===== src/rtl/lpsp_pkg.sv =====
package lpsp_pkg;

    localparam int DEF_BLOCKS       = 12;
    localparam int DEF_CHANNELS     = 32;
    localparam int DEF_SYNC_RUN     = 6;
    localparam int DEF_HEADER_BYTES = 42;

    localparam logic [15:0] FLAG_WORD_RESET = 16'hFFEE;
    localparam logic [7:0]  SYNC_BYTE       = 8'hFF;

    localparam int QUEUE_DEPTH = 3;

    typedef enum logic [1:0] {
        KIND_POINT   = 2'd0,
        KIND_TRAILER = 2'd1,
        KIND_END     = 2'd2
    } t_kind;

    typedef struct packed {
        t_kind       kind;
        logic [3:0]  block_index;
        logic [4:0]  channel_index;
        logic [15:0] block_flag;
        logic [15:0] azimuth;
        logic [15:0] distance;
        logic [7:0]  reflectivity;
        logic [31:0] timestamp;
        logic [15:0] factory_word;
        logic        last;
    } t_rec;

endpackage


===== src/rtl/lidar_packet_stream_parser.sv =====
// Parses a raw lidar capture byte stream, one byte per cycle while the result queue has
// room, into point, trailer and end-of-capture records. Each accepted byte passes through
// one input register and is decoded combinationally into a three-entry result queue; the
// byte waits in the input register whenever the queue holds two or more results, and a
// byte can yield two records (a final point or trailer plus the end record).
// A packet starts at a run of SYNC_RUN 0xFF bytes whose bytes HEADER_BYTES and
// HEADER_BYTES+1 match the configured flag word; after a failed match the next
// SYNC_RUN-1 bytes are skipped. A byte's results are registered into the queue when it
// is decoded, and the record at the queue head is offered at the output.
module lidar_packet_stream_parser #(
    parameter int BLOCKS       = lpsp_pkg::DEF_BLOCKS,
    parameter int CHANNELS     = lpsp_pkg::DEF_CHANNELS,
    parameter int SYNC_RUN     = lpsp_pkg::DEF_SYNC_RUN,
    parameter int HEADER_BYTES = lpsp_pkg::DEF_HEADER_BYTES
) (
    input  logic        i_clk,
    input  logic        i_rst_n,
    input  logic        i_cfg_we,
    input  logic [15:0] i_cfg_data,
    input  logic        i_in_valid,
    output logic        o_in_ready,
    input  logic [7:0]  i_data_byte,
    input  logic        i_end_of_capture,
    output logic        o_out_valid,
    input  logic        i_out_ready,
    output logic [1:0]  o_record_kind,
    output logic [3:0]  o_block_index,
    output logic [4:0]  o_channel_index,
    output logic [15:0] o_block_flag,
    output logic [15:0] o_azimuth,
    output logic [15:0] o_distance,
    output logic [7:0]  o_reflectivity,
    output logic [31:0] o_timestamp,
    output logic [15:0] o_factory_word,
    output logic        o_last
);
    import lpsp_pkg::*;

    localparam int HIST_LEN    = HEADER_BYTES + 1;
    localparam int BLOCK_BYTES = 4 + 3 * CHANNELS;
    localparam int OFF_W       = $clog2(BLOCK_BYTES);
    localparam int BLK_W       = $clog2(BLOCKS + 1);
    localparam int BLANK_W     = $clog2(SYNC_RUN + 1);
    localparam int CNT_W       = $clog2(QUEUE_DEPTH + 1);
    localparam int IDX_W       = $clog2(QUEUE_DEPTH);

    localparam logic [1:0] PH_DIST_LO = 2'd0;
    localparam logic [1:0] PH_DIST_HI = 2'd1;
    localparam logic [1:0] PH_REFL    = 2'd2;

    logic [15:0]         r_flag_word;

    logic                r_in_vld;
    logic [7:0]          r_data;
    logic                r_eoc;

    logic [HIST_LEN-1:0] r_hist,  n_hist;
    logic [BLANK_W-1:0]  r_blank, n_blank;
    logic                r_pkt,   n_pkt;
    logic [OFF_W-1:0]    r_off,   n_off;
    logic [1:0]          r_phase, n_phase;
    logic [BLK_W-1:0]    r_blk,   n_blk;
    logic [4:0]          r_ch,    n_ch;
    logic [15:0]         r_flag,  n_flag;
    logic [15:0]         r_az,    n_az;
    logic [23:0]         r_part,  n_part;

    t_rec                r_q [QUEUE_DEPTH];
    t_rec                n_q [QUEUE_DEPTH];
    logic [CNT_W-1:0]    r_cnt,   n_cnt;

    logic                w_go;
    logic                w_pop;
    logic                w_sync;
    logic [15:0]         w_word;
    logic                w_a_vld;
    t_rec                w_a_rec;
    t_rec                w_end_rec;
    logic                w_clear;
    logic [CNT_W-1:0]    w_npush;
    logic [CNT_W-1:0]    w_base;

    assign w_go       = r_in_vld && (r_cnt <= CNT_W'(1));
    assign o_in_ready = !r_in_vld || w_go;
    assign o_out_valid = (r_cnt != '0);
    assign w_pop      = o_out_valid && i_out_ready;

    assign w_sync = &r_hist[HIST_LEN-1 -: SYNC_RUN];
    assign w_word = {r_part[7:0], r_data};

    // Byte decode
    always_comb begin
        n_hist  = r_hist;
        n_blank = r_blank;
        n_pkt   = r_pkt;
        n_off   = r_off;
        n_phase = r_phase;
        n_blk   = r_blk;
        n_ch    = r_ch;
        n_flag  = r_flag;
        n_az    = r_az;
        n_part  = r_part;
        w_a_vld = 1'b0;
        w_a_rec = '0;
        w_clear = r_eoc;

        if (r_pkt) begin
            if (r_blk < BLK_W'(BLOCKS)) begin
                if (r_off == OFF_W'(0)) begin
                    n_flag = {r_data, 8'h00};
                end else if (r_off == OFF_W'(1)) begin
                    n_flag = {r_flag[15:8], r_data};
                end else if (r_off == OFF_W'(2)) begin
                    n_az = {8'h00, r_data};
                end else if (r_off == OFF_W'(3)) begin
                    n_az    = {r_data, r_az[7:0]};
                    n_phase = PH_DIST_LO;
                end else begin
                    case (r_phase)
                        PH_DIST_LO: begin
                            n_part  = {16'h0000, r_data};
                            n_phase = PH_DIST_HI;
                        end
                        PH_DIST_HI: begin
                            n_part  = {8'h00, r_data, r_part[7:0]};
                            n_phase = PH_REFL;
                        end
                        default: begin
                            w_a_vld               = 1'b1;
                            w_a_rec.kind          = KIND_POINT;
                            w_a_rec.block_index   = 4'(r_blk);
                            w_a_rec.channel_index = r_ch;
                            w_a_rec.block_flag    = r_flag;
                            w_a_rec.azimuth       = r_az;
                            w_a_rec.distance      = r_part[15:0];
                            w_a_rec.reflectivity  = r_data;
                            n_ch    = r_ch + 5'd1;
                            n_phase = PH_DIST_LO;
                        end
                    endcase
                end
                if (r_off == OFF_W'(BLOCK_BYTES - 1)) begin
                    n_off = '0;
                    n_blk = r_blk + BLK_W'(1);
                    n_ch  = '0;
                end else begin
                    n_off = r_off + OFF_W'(1);
                end
            end else begin
                n_off = r_off + OFF_W'(1);
                if (r_off == OFF_W'(0)) begin
                    n_part = {16'h0000, r_data};
                end else if (r_off == OFF_W'(1)) begin
                    n_part = {8'h00, r_data, r_part[7:0]};
                end else if (r_off == OFF_W'(2)) begin
                    n_part = {r_data, r_part[15:0]};
                end else if (r_off == OFF_W'(3)) begin
                    n_flag = {r_data, r_part[23:16]};
                    n_az   = r_part[15:0];
                end else if (r_off == OFF_W'(4)) begin
                    n_part = {16'h0000, r_data};
                end else begin
                    w_a_vld              = 1'b1;
                    w_a_rec.kind         = KIND_TRAILER;
                    w_a_rec.timestamp    = {r_flag, r_az};
                    w_a_rec.factory_word = {r_part[7:0], r_data};
                    w_clear              = 1'b1;
                end
            end
        end else begin
            if (r_blank != '0) begin
                n_blank = r_blank - BLANK_W'(1);
            end else if (w_sync && (w_word != r_flag_word)) begin
                n_blank = BLANK_W'(SYNC_RUN - 1);
            end
            if ((r_blank == '0) && w_sync && (w_word == r_flag_word)) begin
                n_hist  = '0;
                n_blank = '0;
                n_pkt   = 1'b1;
                n_blk   = '0;
                n_ch    = '0;
                n_flag  = w_word;
                n_az    = '0;
                n_off   = OFF_W'(2);
                n_part  = '0;
            end else begin
                n_hist = {r_hist[HIST_LEN-2:0], (r_data == SYNC_BYTE)};
                n_part = {16'h0000, r_data};
            end
        end

        if (w_clear) begin
            n_hist  = '0;
            n_blank = '0;
            n_pkt   = 1'b0;
            n_off   = '0;
            n_phase = PH_DIST_LO;
            n_blk   = '0;
            n_ch    = '0;
            n_flag  = '0;
            n_az    = '0;
            n_part  = '0;
        end
    end

    // Result queue
    always_comb begin
        w_end_rec      = '0;
        w_end_rec.kind = KIND_END;
        w_end_rec.last = 1'b1;
        w_npush = CNT_W'(w_a_vld) + CNT_W'(r_eoc);
        w_base  = r_cnt - CNT_W'(w_pop);
        n_q     = r_q;
        if (w_pop) begin
            for (int k = 0; k < QUEUE_DEPTH - 1; k++) begin
                n_q[k] = r_q[k+1];
            end
        end
        if (w_go) begin
            if (w_a_vld) begin
                n_q[w_base[IDX_W-1:0]]      = w_a_rec;
                n_q[w_base[IDX_W-1:0]].last = !r_eoc;
                if (r_eoc) begin
                    n_q[w_base[IDX_W-1:0] + IDX_W'(1)] = w_end_rec;
                end
            end else if (r_eoc) begin
                n_q[w_base[IDX_W-1:0]] = w_end_rec;
            end
            n_cnt = w_base + w_npush;
        end else begin
            n_cnt = w_base;
        end
    end

    always_ff @(posedge i_clk) begin
        if (!i_rst_n) begin
            r_flag_word <= FLAG_WORD_RESET;
            r_in_vld    <= 1'b0;
            r_hist      <= '0;
            r_blank     <= '0;
            r_pkt       <= 1'b0;
            r_off       <= '0;
            r_phase     <= PH_DIST_LO;
            r_blk       <= '0;
            r_ch        <= '0;
            r_flag      <= '0;
            r_az        <= '0;
            r_part      <= '0;
            r_cnt       <= '0;
        end else begin
            if (i_cfg_we) begin
                r_flag_word <= i_cfg_data;
            end
            if (o_in_ready) begin
                r_in_vld <= i_in_valid;
            end
            if (w_go) begin
                r_hist  <= n_hist;
                r_blank <= n_blank;
                r_pkt   <= n_pkt;
                r_off   <= n_off;
                r_phase <= n_phase;
                r_blk   <= n_blk;
                r_ch    <= n_ch;
                r_flag  <= n_flag;
                r_az    <= n_az;
                r_part  <= n_part;
            end
            r_cnt <= n_cnt;
        end
    end

    always_ff @(posedge i_clk) begin
        if (o_in_ready && i_in_valid) begin
            r_data <= i_data_byte;
            r_eoc  <= i_end_of_capture;
        end
        for (int k = 0; k < QUEUE_DEPTH; k++) begin
            r_q[k] <= n_q[k];
        end
    end

    assign o_record_kind   = r_q[0].kind;
    assign o_block_index   = r_q[0].block_index;
    assign o_channel_index = r_q[0].channel_index;
    assign o_block_flag    = r_q[0].block_flag;
    assign o_azimuth       = r_q[0].azimuth;
    assign o_distance      = r_q[0].distance;
    assign o_reflectivity  = r_q[0].reflectivity;
    assign o_timestamp     = r_q[0].timestamp;
    assign o_factory_word  = r_q[0].factory_word;
    assign o_last          = r_q[0].last;

    a_cnt_bound: assert property (@(posedge i_clk) disable iff (!i_rst_n)
        r_cnt <= CNT_W'(QUEUE_DEPTH))
        else $error("result queue overfilled");

    a_eoc_leaves_pkt: assert property (@(posedge i_clk) disable iff (!i_rst_n)
        (w_go && r_eoc) |=> (!r_pkt && (r_blank == '0) && (r_hist == '0)))
        else $error("end of capture did not clear stream state");

    a_blk_bound: assert property (@(posedge i_clk) disable iff (!i_rst_n)
        r_pkt |-> (r_blk <= BLK_W'(BLOCKS)))
        else $error("block counter past trailer");

    a_go_room: assert property (@(posedge i_clk) disable iff (!i_rst_n)
        w_go |=> (r_cnt <= CNT_W'(QUEUE_DEPTH)) && (r_cnt != '0 || !$past(w_a_vld || r_eoc)))
        else $error("decoded results lost");

    a_kind_valid: assert property (@(posedge i_clk) disable iff (!i_rst_n)
        o_out_valid |-> (o_record_kind == KIND_POINT || o_record_kind == KIND_TRAILER ||
                         o_record_kind == KIND_END))
        else $error("bad record kind at output");

endmodule

===== config.mk =====
export PLATFORM = sky130hd
export DESIGN_NAME = lidar_packet_stream_parser
export DESIGN_NICKNAME = d
export VERILOG_FILES = /design/src/rtl/lpsp_pkg.sv /design/src/rtl/lidar_packet_stream_parser.sv
export SDC_FILE = /design/constraint.sdc
export NUM_CORES = 1
export LEC_CHECK = 0
export CORE_UTILIZATION = 35
export CTS_CLUSTER_SIZE = 10
export DETAILED_ROUTE_END_ITERATION = 10
export DONT_BUFFER_PORTS = 1
export GPL_ROUTABILITY_DRIVEN = 0
export HOLD_SLACK_MARGIN = 0.1
export PLACE_DENSITY = 0.56
export SLEW_MARGIN = 40
export SYNTH_ARGS = -nofsm -noshare
export SYNTH_HDL_FRONTEND = slang
export SYNTH_SLANG_ARGS = --single-unit

===== constraint.sdc =====
create_clock -name i_clk -period 18.9 [get_ports i_clk]
set_clock_uncertainty 0.2 [all_clocks]
set_input_delay 3.78 -clock i_clk [delete_from_list [all_inputs] [get_ports i_clk]]
set_output_delay 3.78 -clock i_clk [all_outputs]
set_load 0.02 [all_outputs]

## Yosys cells after proc, flatten, opt, wreduce, memory -nomap -nowiden

Index checks and enable logic that the tools add are counted.

| cells by class | value |
|---|---|
| $add $sub $neg | 8 |
| $lt $le $gt $ge | 6 |
| equality and inequality tests | 46 |
| muxes and demuxes | 127 |
| bitwise logic cells | 8 |
| reduce and logical (&&, ||, !) cells | 37 |

Operator list:

| kind | count |
|---|---|
| $mux 348 | 4 |
| $bwmux 348 | 2 |
| $demux 116 s2 | 3 |
| $and 342x342->342 | 2 |
| $not 342->342 | 2 |
| $mux 65 | 6 |
| $mux 16 | 21 |
| $mux 24 | 12 |
| $mux 48 | 6 |
| $mux 116 | 2 |
| $mux 232 | 1 |
| $mux 43 | 3 |
| $mux 115 | 1 |
| $mux 5 | 10 |
| $pmux 24 s2 | 1 |
| $ne 4x3->1 const B | 9 |
| $ne 4x4->1 const B | 9 |
| $mux 7 | 5 |
| $mux 1 | 28 |
| $reduce_and 8->1 | 3 |
| $reduce_and 7->1 | 3 |
| $mux 4 | 5 |
| $mux 2 | 9 |
| $eq 16x16->1 | 1 |
| other kinds (52) | 84 |

| storage, ports and cells | value |
|---|---|
| register bits | 497 |
| input port bits | 30 |
| output and inout port bits | 118 |
| logic and storage cells | 281 |

## Logic depth before layout (Yosys ltp)

| logic depth | value |
|---|---|
| word-level depth | 15 |
| gate-level depth with buffers | 15 |
| mapped depth without buffers | 10 |

## Worst setup path before layout

Ideal clock, no wire load.

| timing path | value |
|---|---|
| path type | register to register |
| start | register r_off[0] |
| end | register r_q[0] in the netlist's numbering (enable) |
| setup time | 0.630 ns |
| arrival time | 7.331 ns |
| data required time | 18.070 ns |
| setup slack | 10.739 ns |
| stages on the path, launching flop included | 8 |
| buffers on the path | 1 |
| period minus slack after synthesis | 8.161 ns |
| path through | dfxtp_1 -> inv_1 -> ha_1 -> clkbuf_1 -> nor4_1 -> o311a_1 -> a21oi_4 -> a21oi_1 |

| on the way | value |
|---|---|
| cells in the longest elaborated chain, start to end | 10 |
| elaborated cells between the ends (all ways) | 18 |
| those cells by class | 4 x eq/ne; 11 x mux; 3 x reduce/logical |

Ends and longest elaborated chain:

| item | line | source |
|---|---|---|
| from (decl) | lidar_packet_stream_parser.sv:60 | `logic [OFF_W-1:0] r_off, n_off;` |
| from (signal assigned) | lidar_packet_stream_parser.sv:261 | `r_off <= n_off;` |
| $eq 7x3->1 | lidar_packet_stream_parser.sv:160 | `end else if (r_off == OFF_W'(4)) begin` |
| $mux 1 | lidar_packet_stream_parser.sv:160 |  |
| $mux 1 | lidar_packet_stream_parser.sv:157 | `end else if (r_off == OFF_W'(3)) begin` |
| $mux 1 | lidar_packet_stream_parser.sv:155 | `end else if (r_off == OFF_W'(2)) begin` |
| $mux 1 | lidar_packet_stream_parser.sv:153 | `end else if (r_off == OFF_W'(1)) begin` |
| $mux 1 | lidar_packet_stream_parser.sv:151 | `if (r_off == OFF_W'(0)) begin` |
| $mux 1 * | lidar_packet_stream_parser.sv:108 | `if (r_blk < BLK_W'(BLOCKS)) begin` |
| $mux 1 * | lidar_packet_stream_parser.sv:107 | `if (r_pkt) begin` |
| $reduce_bool 2->1 (no source line) * | - |  |
| $reduce_and 2->1 (no source line) * | - |  |
| to (signal, indexed assignment) | lidar_packet_stream_parser.sv:279 | `r_q[k] <= n_q[k];` |
| to (decl) | lidar_packet_stream_parser.sv:68 | `t_rec r_q [QUEUE_DEPTH];` |

Every way passes the cells marked *; elsewhere a longest branch is shown, timed or not.
A chain may end at the register's enable or synchronous reset.

## Final worst setup path

| timing path | value |
|---|---|
| start | input i_out_ready |
| end | register r_q[58] in the netlist's numbering (data pin) |

| on the way | value |
|---|---|
| cells in the longest elaborated chain, start to end | 12 |
| elaborated cells between the ends (all ways) | 25 |
| those cells by class | 2 x add/sub; 4 x order compare; 10 x mux; 6 x bitwise; 3 x reduce/logical |

Ends and longest elaborated chain:

| item | line | source |
|---|---|---|
| from (decl) | lidar_packet_stream_parser.sv:25 | `input logic i_out_ready,` |
| $logic_and 1x1->1 * | lidar_packet_stream_parser.sv:86 | `assign w_pop = o_out_valid && i_out_ready;` |
| $sub 2x1->2 * | lidar_packet_stream_parser.sv:212 | `w_base = r_cnt - CNT_W'(w_pop);` |
| $add 2x1->2 / $not 2->3 (equally long branches) | - |  |
| $not 2->3 (not written as such) (tied with other cells) | lidar_packet_stream_parser.sv:224 | `n_q[w_base[IDX_W-1:0] + IDX_W'(1)] = w_end_rec;` |
| $ge 3x3->1 (not written as such) (tied with other cells) | lidar_packet_stream_parser.sv:224 |  |
| $logic_and 1x1->1 (not written as such) / $mux 116 (equally long branches) | lidar_packet_stream_parser.sv:224, lidar_packet_stream_parser.sv:221, lidar_packet_stream_parser.sv:227 |  |
| $mux 116 (not written as such) / $demux 116 s2 (equally long branches) | lidar_packet_stream_parser.sv:224, lidar_packet_stream_parser.sv:221, lidar_packet_stream_parser.sv:227 |  |
| $demux 116 s2 / $bwmux 348 (equally long branches) | lidar_packet_stream_parser.sv:224, lidar_packet_stream_parser.sv:221 |  |
| $not 342->342 (no source line) / $bwmux 348 (equally long branches) | - |  |
| $and 342x342->342 (no source line) | - |  |
| $mux 348 | lidar_packet_stream_parser.sv:223 | `if (r_eoc) begin` |
| $mux 348 * | lidar_packet_stream_parser.sv:220 | `if (w_a_vld) begin` |

Every way passes the cells marked *; elsewhere a longest branch is shown, timed or not. The select of a mux whose other input is x is not followed.

==> flow_summary.yaml <==
detailed_routing:
  ant_nets: 0
  drtIter0Drc: 1801
  via_per_inst: 5.52
  wl_um: 65700
  route.vias.total: 18000
  routedWlPerCell_um: 20.1
  drt_first_pass_iters: 6
  drc: 0
sta:
  finalHoldViolations: 0
  slew_headroom: 0.425
  fin_crit_sh: 0.377
  fmax_mhz: 141
  setup_viol_count_final: 0
  drv_slew: 0
  rsz0062_at_grt: "false"
  worstMarginPinSlew_ps: 853
  tns_ps: 0
  min_period_ps: 7120
run:
  maxCapViolCount: 0
power:
  vdd_ir_drop_max_v: 0.0000983
  power.total_uw: 3720
  leakagePower_uw: 0.00879
  powerDensity_nw_per_um2: 152
worst_setup_path:
  critPathMaxFanout: 76
  cp.required_ps: 19000
  setup.worst_path.start: "i_out_ready"
  cp.arrival_ps: 7220
  crit_path_start_kind: "input port"
  worstSetupPathType: "input port to register"
  worstSetupEndpointType: "register"
  timing.rr.start: "r_cnt[1]$_SDFF_PN0_"
synth:
  syn_nets: 2648
  synth_cell_types: 76
  syn_avg_cell_area_um2: 8.83
  syn_inst: 2609
  yosysSeqAreaShare: 0.486
  ys_ff_latch: 497
  yosysWarnings: 0
  synthArstFlopShare: 0
  synth-edff-count: 125
  synth_ff_type: "dfxtp_1"
  synth_area_um2: 23000
clocking:
  cts_tree: "built"
  cts_setup_buffers: 0
  path_clk_slew_ps: 60
  cts_sinks: 497
  htree_levels: 2
  cts-buffers-inserted: 57
  ctsHoldBuffers: 0
  cts_root_buf: "clkbuf_16"
  clk_path_buf_depth: 3
  clock_latency_ps: 610
  cts_resized: 0
placement:
  hpwl_um: 41000
  dpl_cell_area_um2: 22800
  portBuffers: 0
global_route:
  grt_max_degree: 105
  gr-total-overflow: 0
  grt_pass1_wl_um: 103000
  grt.total_usage: 0.193
  grt_pass1_vias: 17400
  grt_antenna_before_repair: 0
finish:
  final_cell_area_um2: 24500
  final_util: 0.379
  n_antenna_cell: 0
  seqCellArea_um2: 11200
  fin_nets: 2413
  multi_input_area_um2: 10100
  drive_above_1_share: 0.0604
  nFillCells: 6449
  syn2layout_area_growth_pct: 6.47
floorplanning:
  coreArea_um2: 64700
  io_pins: 148
  rows: 93
  die_x_um: 259
  fp.dieArea_um2: 66900
  start_util: 0.356
  die_h_um: 259
worst_hold_path:
  hp-start: "r_q[126]$_DFF_P_"
  hold_path.class: "register to register"
outcome:
  outcome: "completed"
==> cells in the mapped netlist (7+ instances only) <==
library cell | n | area, um^2
and3_1 | 7 | 43.8
buf_4 | 124 | 931
edfxtp_1 | 125 | 3750
nand2_1 | 571 | 2140
buf_6 | 16 | 180
a22o_1 | 11 | 96.3
a31oi_1 | 14 | 87.6
a311oi_1 | 9 | 78.8
nor3_1 | 34 | 170
a21oi_1 | 202 | 1010
a32oi_1 | 9 | 78.8
nand4_1 | 7 | 43.8
buf_2 | 16 | 80.1
mux2i_1 | 224 | 2240
o21ai_0 | 147 | 736
a32o_1 | 8 | 80.1
nand3_1 | 181 | 906
clkbuf_1 | 174 | 653
xnor2_1 | 18 | 158
nor4_1 | 9 | 56.3
a22oi_1 | 42 | 315
dfxtp_1 | 372 | 7450
ha_1 | 8 | 100
nor2_1 | 84 | 315
o2bb2ai_1 | 10 | 87.6
inv_1 | 14 | 52.6
o21ai_1 | 60 | 300
a211oi_1 | 11 | 82.6
==> worst max-delay path, stage by stage <==
cell and delay (ps):
nand2_4 50, inv_8 400, ha_1 570, inv_2 240, nor2_4 490, nor2_1 160
o22ai_4 520, buf_8 270, buf_6 520, a21oi_1 110
==> metrics by stage <==
| stage | hold WS [ps] | cells | worst slack, ps |
|---|---|---|---|
| 2_1_floorplan | 229 | 2609 | 10740 |
| 3_3_place_gp | 238 | 3157 | 10630 |
| 3_5_place_dp | 263 | 3166 | 11240 |
| 4_1_cts | 247 | 3267 | 11880 |
| 5_1_grt | 292 | 3271 | 11590 |
| 6_report | 251 | 3271 | 11780 |
==> state kept, by name (all words and copies together), names as in the netlist, 5 cells and up <==
| register | cells |
|---|---|
| r_ch | 5 |
| o_azimuth | 16 |
| o_distance | 16 |
| o_timestamp | 32 |
| r_part | 24 |
| o_channel_index | 5 |
| o_reflectivity | 8 |
| r_hist | 43 |
| r_data | 8 |
| r_q | 232 |
| o_factory_word | 16 |
| r_off | 7 |
| r_az | 16 |
| r_flag | 16 |
| o_block_flag | 16 |
| r_flag_word | 16 |
==> cells by family after synthesis <==
kind of cell               Yosys count  synth area share
buffers and inverters              352            0.0836
xor gates and xnor gates            20           0.00760
AOI/OAI and AO/OA                  573             0.147
DFF                                497             0.486
muxes                              225            0.0978
and+or+nand+nor                    933             0.172
adders and majority gates            9           0.00521
==> layout make-up <==
class / count / area share
Timing Repair Buffer: 41 / 0.0178
Sequential cell: 497 / 0.457
Clock buffer: 96 / 0.0654
Inverter: 17 / 0.00291
Clock inverter: 5 / 0.00265
Multi-Input combinational cell: 1760 / 0.411
Tap cell: 855 / 0.0436
==> layer usage <==
metal | routed length (um) | vias to the layer above | GRT usage
met1 | 29300 | 8713 | 0.262
li1 | - | 8529 | -
met4 | 1810 | 0 | 0.0656
met5 | 0 | - | 0
met3 | 5090 | 111 | 0.0399
met2 | 29500 | 689 | 0.303
==> worst paths after layout <==
kind	to	slack (ps)	cells after the start
worst max-delay path	r_q[58]$_DFFE_PP_	11780	10
worst min-delay path	o_factory_word[9]$_DFF_P_	250	2
worst max register to register	r_q[58]$_DFFE_PP_	13890	11
worst min register to register	o_factory_word[9]$_DFF_P_	250	2
==> placed cells by master (no fill, tap or decap), types with 7 or more instances in the layout <==
| cell | instances |
|---|---|
| nand4_1 | 7 |
| a211oi_1 | 11 |
| inv_1 | 13 |
| o21ai_0 | 147 |
| nand2_1 | 569 |
| o2bb2ai_1 | 10 |
| a21oi_1 | 199 |
| dfxtp_1 | 371 |
| edfxtp_1 | 125 |
| and3_1 | 7 |
| nor3_1 | 28 |
| a31oi_1 | 12 |
| a32oi_1 | 9 |
| clkbuf_1 | 37 |
| a22oi_1 | 42 |
| a32o_1 | 8 |
| clkbuf_16 | 58 |
| a311oi_1 | 9 |
| nor2_1 | 82 |
| o21ai_1 | 60 |
| nand3_1 | 181 |
| a22o_1 | 11 |
| buf_4 | 20 |
| ha_1 | 8 |
| mux2i_1 | 224 |
| buf_6 | 12 |
| xnor2_1 | 18 |
==> report_power, final <==
group	internal, uW	total, uW	switching (uW)
sequential	1400	1720	322
combinational	369	995	626
clock	574	1010	439
Note: power is estimated with default switching activity, not from simulation.
